`src/design/cil_pkg.sv`:
```
// ----------------------------------------------------------------------------
// cil_pkg
// Types, codes and constants shared by the lattice update core modules.
// ----------------------------------------------------------------------------
package cil_pkg;

  localparam int DEF_GRID_WIDTH  = 64;
  localparam int DEF_GRID_HEIGHT = 64;
  localparam int COUNT_W         = 13;
  localparam int TABLE_DEPTH     = 12;
  localparam int NEIGH_MAX       = 12;

  localparam logic [1:0] CODE_EMPTY  = 2'd0;
  localparam logic [1:0] CODE_UP     = 2'd1;
  localparam logic [1:0] CODE_DOWN   = 2'd2;
  localparam logic [1:0] CODE_UNDIFF = 2'd3;

  localparam logic [1:0] KIND_ATTEMPT = 2'd0;
  localparam logic [1:0] KIND_CELL    = 2'd1;
  localparam logic [1:0] KIND_TABLE   = 2'd2;
  localparam logic [1:0] KIND_UNKNOWN = 2'd3;

  localparam logic [1:0] REG_BIRTH = 2'd0;
  localparam logic [1:0] REG_DEATH = 2'd1;
  localparam logic [1:0] REG_DIFF  = 2'd2;
  localparam logic [1:0] REG_WIDE  = 2'd3;

  typedef struct packed {
    logic [1:0]  kind;
    logic [5:0]  site_x;
    logic [5:0]  site_y;
    logic [1:0]  neighbour_pick;
    logic [31:0] rand_first;
    logic [31:0] rand_second;
    logic        spin_pick;
    logic [1:0]  cell_code;
    logic [3:0]  table_index;
    logic [31:0] table_value;
  } in_item_t;

  typedef struct packed {
    logic [1:0]         old_code;
    logic [1:0]         new_code;
    logic               cell_changed;
    logic [COUNT_W-1:0] occupied_total;
    logic [COUNT_W-1:0] up_total;
    logic [COUNT_W-1:0] down_total;
  } out_item_t;

  // controller to datapath
  typedef struct packed {
    logic       load;      // capture the input transaction
    logic       rd_focal;  // issue focal read
    logic       rd_neigh;  // issue neighbour read at index
    logic [3:0] neigh_idx;
    logic       acc_neigh; // accumulate neighbour read data
    logic       cap_focal; // capture focal read data
    logic       decide;    // compute new value and write back
    logic       publish;   // never set; the output register loads on decide
  } cmd_t;

  // datapath to controller
  typedef struct packed {
    logic [1:0] kind;
    logic [1:0] focal;
    logic       wide;
    logic [1:0] pick;      // birth source of the captured transaction
    logic       clearing;  // lattice sweep after reset in progress
  } sts_t;

  // neighbour offsets, dx and dy for each index
  function automatic int off_dx(input logic [3:0] i);
    case (i)
      4'd2, 4'd6: off_dx = (i == 4'd6) ? -2 : -1;
      4'd3:  off_dx = 1;
      4'd7:  off_dx = 2;
      4'd8, 4'd10: off_dx = -1;
      4'd9, 4'd11: off_dx = 1;
      default: off_dx = 0;
    endcase
  endfunction

  function automatic int off_dy(input logic [3:0] i);
    case (i)
      4'd0, 4'd8, 4'd11: off_dy = 1;
      4'd1, 4'd9, 4'd10: off_dy = -1;
      4'd4:  off_dy = 2;
      4'd5:  off_dy = -2;
      default: off_dy = 0;
    endcase
  endfunction

endpackage

```
`src/design/cil_ctrl.sv`:
```
// ----------------------------------------------------------------------------
// cil_ctrl
// Sequencer for focal read, neighbour reads, decision and output handshake.
// ----------------------------------------------------------------------------
module cil_ctrl (
  input  logic          clk,
  input  logic          rst,
  input  logic          busy_clear,
  input  logic          in_valid,
  output logic          in_stall,
  output logic          out_valid,
  input  logic          out_stall,
  input  cil_pkg::sts_t sts,
  output cil_pkg::cmd_t cmd
);
  import cil_pkg::*;

  typedef enum logic [5:0] {
    S_IDLE  = 6'b000001,
    S_FOCAL = 6'b000010,
    S_FWAIT = 6'b000100,
    S_NEIGH = 6'b001000,
    S_DEC   = 6'b010000,
    S_OUT   = 6'b100000
  } state_t;

  state_t     state, state_next;
  logic [3:0] idx, idx_next;
  logic       rd_pend, rd_pend_next;
  logic       out_full;
  logic [3:0] last_idx;
  logic [3:0] pick_idx;

  always_comb begin
    case (sts.pick)
      2'd0:    pick_idx = 4'd1;
      2'd1:    pick_idx = 4'd0;
      2'd2:    pick_idx = 4'd2;
      default: pick_idx = 4'd3;
    endcase
  end

  assign last_idx = sts.wide ? 4'd11 : 4'd3;
  assign in_stall = (state != S_IDLE) || busy_clear || (out_full && out_stall);
  assign out_valid = out_full;

  // output register occupancy
  always_ff @(posedge clk) begin
    if (rst) out_full <= 1'b0;
    else if (cmd.decide) out_full <= 1'b1;
    else if (!out_stall) out_full <= 1'b0;
  end

  // sequencer
  always_comb begin
    state_next   = state;
    idx_next     = idx;
    rd_pend_next = 1'b0;
    cmd          = '0;
    unique case (state)
      S_IDLE: if (in_valid && !in_stall) begin
        cmd.load   = 1'b1;
        state_next = S_FOCAL;
      end
      S_FOCAL: begin
        cmd.rd_focal = 1'b1;
        state_next   = S_FWAIT;
      end
      S_FWAIT: begin
        cmd.cap_focal = 1'b1;
        idx_next      = 4'd0;
        state_next    = S_NEIGH;
      end
      S_NEIGH: begin
        cmd.acc_neigh = rd_pend;
        if (sts.kind != KIND_ATTEMPT || sts.focal == CODE_UNDIFF) begin
          state_next = S_DEC;
        end else if (sts.focal == CODE_EMPTY) begin
          if (rd_pend) state_next = S_DEC;
          else begin
            cmd.rd_neigh  = 1'b1;
            cmd.neigh_idx = pick_idx;
            rd_pend_next  = 1'b1;
          end
        end else if (rd_pend && idx == last_idx + 4'd1) begin
          state_next = S_DEC;
        end else begin
          cmd.rd_neigh  = 1'b1;
          cmd.neigh_idx = idx;
          rd_pend_next  = 1'b1;
          idx_next      = idx + 4'd1;
        end
      end
      S_DEC: if (!out_full || !out_stall) begin
        cmd.decide = 1'b1;
        state_next = S_IDLE;
      end
      S_OUT: state_next = S_IDLE;
      default: state_next = S_IDLE;
    endcase
  end

  always_ff @(posedge clk) begin
    if (rst) begin
      state   <= S_IDLE;
      idx     <= '0;
      rd_pend <= 1'b0;
    end else begin
      state   <= state_next;
      idx     <= idx_next;
      rd_pend <= rd_pend_next;
    end
  end

  // checks
  a_dec_idle: assert property (@(posedge clk) disable iff (rst)
    cmd.decide |=> state == S_IDLE) else $error("decide not followed by idle");
  a_load_focal: assert property (@(posedge clk) disable iff (rst)
    cmd.load |=> cmd.rd_focal) else $error("focal read missing after load");
  a_no_overrun: assert property (@(posedge clk) disable iff (rst)
    out_full && out_stall |=> out_full) else $error("result dropped");

endmodule

```
`config.mk`:
```
export PLATFORM = sky130hd
export DESIGN_NAME = cil_ctrl
export DESIGN_NICKNAME = d
export VERILOG_FILES = /design/src/design/cil_pkg.sv /design/src/design/cil_ctrl.sv
export SDC_FILE = /design/constraint.sdc
export NUM_CORES = 1
export LEC_CHECK = 0
export ABC_AREA = 1
export BUFFER_PORTS_ARGS = -buffer_cell sky130_fd_sc_hd__buf_2
export CORE_MARGIN = 2
export CORE_UTILIZATION = 44
export CTS_CLUSTER_DIAMETER = 40
export CTS_CLUSTER_SIZE = 25
export DETAILED_ROUTE_END_ITERATION = 8
export MAX_ROUTING_LAYER = met4
export PLACE_DENSITY = 0.84
export SYNTH_ARGS = -nofsm -noshare
export SYNTH_HDL_FRONTEND = slang
export SYNTH_SLANG_ARGS = --single-unit
```
`constraint.sdc`:
```
create_clock -name clk -period 1.3 [get_ports clk]
set_input_delay 0.13 -clock clk [delete_from_list [all_inputs] [get_ports clk]]
set_output_delay 0.13 -clock clk [all_outputs]
set_load 0.05 [all_outputs]
```
== Word-level counts from Yosys, hierarchy flattened ==
Cells that the tools add are included.

* Bits in registers: 12
* Output and inout bits: 13
* Word-level logic and storage cells: 71

* Add/subtract/negate cells: 2
* Equal/unequal tests: 18
* Multiplexer cells: 29
* Bitwise logic cells: 1
* Reductions and logical operators: 17

{| class="wikitable"
|+ Operators with widths
! operator !! count
|-
| $mux 6 || 7
|-
| $pmux 6 s5 || 1
|-
| $mux 5 || 4
|-
| $mux 4 || 4
|-
| $mux 1 || 11
|-
| $ne 2x2->1 const B || 5
|-
| $add 4x1->4 const B || 2
|-
| $ne 4x4->1 const B || 2
|-
| $pmux 4 s2 || 1
|-
| $reduce_and 4->1 || 2
|-
| $eq 6x1->1 const B || 1
|-
| $eq 6x2->1 const B || 1
|-
| $eq 6x3->1 const B || 1
|-
| $eq 6x4->1 const B || 1
|-
| $eq 6x5->1 const B || 1
|-
| $ne 6x1->1 const B || 1
|-
| $pmux 2 s3 || 1
|-
| $eq 2x2->1 const B || 2
|-
| $eq 4x4->1 || 1
|-
| $logic_not 2->1 || 2
|-
| $logic_or 1x1->1 || 4
|-
| $reduce_bool 2->1 || 2
|-
| $logic_and 1x1->1 || 3
|-
| $logic_not 1->1 || 3
|-
| 4 further kinds || 4
|}

== Longest topological paths before layout ==
* Depth in word-level cells: 8
* Depth in mapped cells: 12
* Mapped depth without buffers: 12

== Least setup slack after synthesis ==
No wires, ideal clock.

* Path kind: register to output
* Start point: register state[2]
* End point: output cmd[10] (netlist bit)
* Arrival: 1.956 ns
* Data required time: 1.170 ns
* Path slack: -0.786 ns
* Stages on the path, launching flop included: 6
* Path through: dfxtp_1 -> nor2_1 -> nand2_1 -> nor2_1 -> nand3_1 -> nor2_1

{| class="wikitable"
|+ RTL lines
! element !! RTL line !! text
|-
| from (decl) || cil_ctrl.sv:27 || <nowiki>state_t state, state_next;</nowiki>
|-
| from (signal assigned) || cil_ctrl.sv:109 || <nowiki>state <= state_next;</nowiki>
|-
| to (decl) || cil_ctrl.sv:14 || <nowiki>output cil_pkg::cmd_t cmd</nowiki>
|}

==> results.md <==
- Hold_buf cts: 0
- Share of cells above drive strength 1: 63.33%
- Synthesis-to-layout area growth: 90.30%
- Nets: 198
- Initial DRT Pass Iterations: 4
- Wirelength, routed: 3782 um
- Drt via density: 5.566
- Ys Warns: 0
- Post-Syn Instances: ~120
- CTS clk-pin slew, worst paths: about 0.080 ns
- Multi-input logic area: 710.7 um2
- Worst hold path class: in -> reg
- Synth Net Count: 138
- Type of the worst setup path: reg -> out
- Overall power: approximately 2.2 mW
- RSZ-0062 raised after global routing: true
- WP data required: about 1.2 ns
- H-tree depth: 1
- Synthesized flop and latch total: 11
- Initial Util: 47.31%
- Initial antenna violation count: 0
- Power Density: 1391 nW/um2
- DR DRC count: 0
- WL/cell: 18.45 um
- Synth area leaders: dfxtp_1, nand2_1, nor2_1, inv_1, ha_1
- Period minus WS final: about 1.7 ns
- Synthesized area: approximately 830 um2
- Fillers: 84
- Synth area leader: dfxtp_1
- Port buffer count: 23
- CTS Sinks: 11
- FF+latch area: 234.0 um2
- Peak Freq: 583.8 MHz
- Design area: 1572 um2
- WP data arrival: roughly 1.6 ns
- Die area: 2239 um2
- Max Cap Viol: 0
- Tcrit/Tclk final: 131.8%
- Synth Area per Inst: just under 7 um2
- TritonCTS buffer count: 3
- Tot GR Track Use: 29.36%
- Slew Viols, Final: 0
- Io pins: 26
- Post-synthesis sequential area ratio: between 20% and 30%
- Failing checks: negative setup slack
- Core Area: around 1700 um2
- Clock skew: 0.009628 ns
- Gpl congestion: 0.8293
- Status: complete, but fails checks
- Cell Area, Placed: 1214 um2
- Clk root buf: clkbuf_4
- Clock buffer depth: 2
- Via count: 1141
- Die height: around 47 um
- Max VDD drop: 1313 uV
- Pin count of the biggest net entering global routing: 9
- Setup-failing EPs final: 19
- Hold Vio Cnt, Final: 0
- Chip width: 47.32 um
- Setup crit end kind: output port
- Antenna Nets Post-Route: 0
- First-pass GRT wire length: around 4500 um
- Leak: 0.7003 nW
- Global route overflow: 0
- Area share of the largest cell type after synthesis: 26.67%
- Setup ws final: -0.4129 ns
- Vias in the first global route: 1007
- Critical Path Fanout Max: 5
- CTS tree: done
- DRT iter0 DRCs: 62
- Crit start category: flop
- Row cnt: 15
- Clock latency on the worst-skew pair: 0.28 ns
- Synth cell types: 27
- Detail Placement HPWL: roughly 1800 um
- # diodes: 0
## through the flow
| stage | setup WS, ns | util, % | TNS (ns) | hold WS (ns) | std cells |
|---|---|---|---|---|---|
| floorplan | -0.1553 | - | -0.4995 | 0.3542 | 121 |
| global placement | -0.1365 | 69.53 | -0.6434 | 0.4147 | 187 |
| detailed placement | -0.1925 | 69.53 | -1.387 | 0.4147 | 187 |
| CTS | -0.3714 | 82.51 | -3.135 | 0.1278 | 198 |
| global route | -0.4549 | 90.04 | -5.241 | 0.1371 | 205 |
| finish | -0.4129 | 90.04 | -4.396 | 0.1188 | 205 |
## synth_stat cells, drive strengths merged
cell type,instances
dfxtp,11
ha,4
nand3,9
inv,16
o21bai,1
o211ai,1
nand2,30
nor4,1
nand4,3
a21oi,7
nor3,3
nor2,23
xor2,2
buf,2
clkbuf,1
o21ai,5
conb,1
clkinv,1
## sequential cells by signal, indices dropped and copies added (netlist names)
register and count:
idx 4, out_valid 1, rd_pend 1, state 5
## worst max-delay path, stage by stage, from the launching register on
cell and delay, ns:
dfxtp_2 0.37, inv_2 0.06, nor2_4 0.10, nand3_4 0.10, nor2_4 0.19, nand2_4 0.13, o21ai_4 0.17, buf_6 0.17
## power breakdown
group          total, mW  internal, mW  switching, mW
Combinational       1.44         0.604          0.838
Clock              0.263         0.119          0.144
Sequential         0.481         0.410         0.0707
Total               2.19          1.13           1.05
## logic make-up after synthesis
group	count (synthesis)	synth area share, %
adders and majority gates	4	6.061
buffers and inverters	20	10.60
DFF	11	26.67
other	1	0.4541
xor gates and xnor gates	2	2.122
AOI/OAI and AO/OA	14	10.91
and+or+nand+nor	69	43.18
## placed cells by master, fill, tap and decap left out, types with 2 or more instances in the layout
| cell | synthesis | final |
|---|---|---|
| buf_4 | 2 | 29 |
| o21ai_2 | 2 | 2 |
| nand2_1 | 24 | 19 |
| inv_2 | 1 | 4 |
| buf_6 | 0 | 10 |
| nand4_1 | 3 | 3 |
| clkbuf_4 | 0 | 3 |
| dfxtp_1 | 11 | 2 |
| nor2_2 | 3 | 2 |
| inv_1 | 15 | 11 |
| o21ai_4 | 0 | 2 |
| nor3_1 | 3 | 2 |
| nand2_2 | 4 | 5 |
| dfxtp_2 | 0 | 8 |
| nand3_1 | 7 | 5 |
| nand3_4 | 1 | 4 |
| ha_1 | 4 | 3 |
| buf_2 | 0 | 12 |
| a21oi_2 | 2 | 3 |
| nor2_4 | 3 | 11 |
| buf_8 | 0 | 7 |
| nand2_4 | 2 | 5 |
| a21oi_1 | 5 | 3 |
| nor2_1 | 17 | 10 |
| xor2_1 | 2 | 2 |
## final timing paths
path	from	to	slack [ns]	depth (start not counted)
setup / recovery	state[3]	cmd[5]	-0.41	7
hold / removal	rst	idx[3]	0.12	2
setup reg to reg	rd_pend	state[4]	-0.33	9
hold reg to reg	state[0]	state[2]	0.53	1
## layer usage
metal  GRT usage, %  up-vias  part of all wire [%]
li1               -      502                     -
met1          34.18      550                    40
met2          51.62       75                    50
met3          5.000       14                   7.0
met4          7.222        0                   2.4
met5              -        -                     0
## cell type report
type	instances	area share, %
clock buffers	4	1.672
well taps	25	1.990
inverters	17	4.697
flip-flops and latches	11	14.89
multi-input cells	90	45.22
repair buffers	58	31.53
## timing repair
item,in CTS,in global routing
gates resized for setup,43,22
pin swaps,10,20
setup buffers,7,8
endpoints found under the setup margin,19,19
Power figures use the tool's default switching activity.
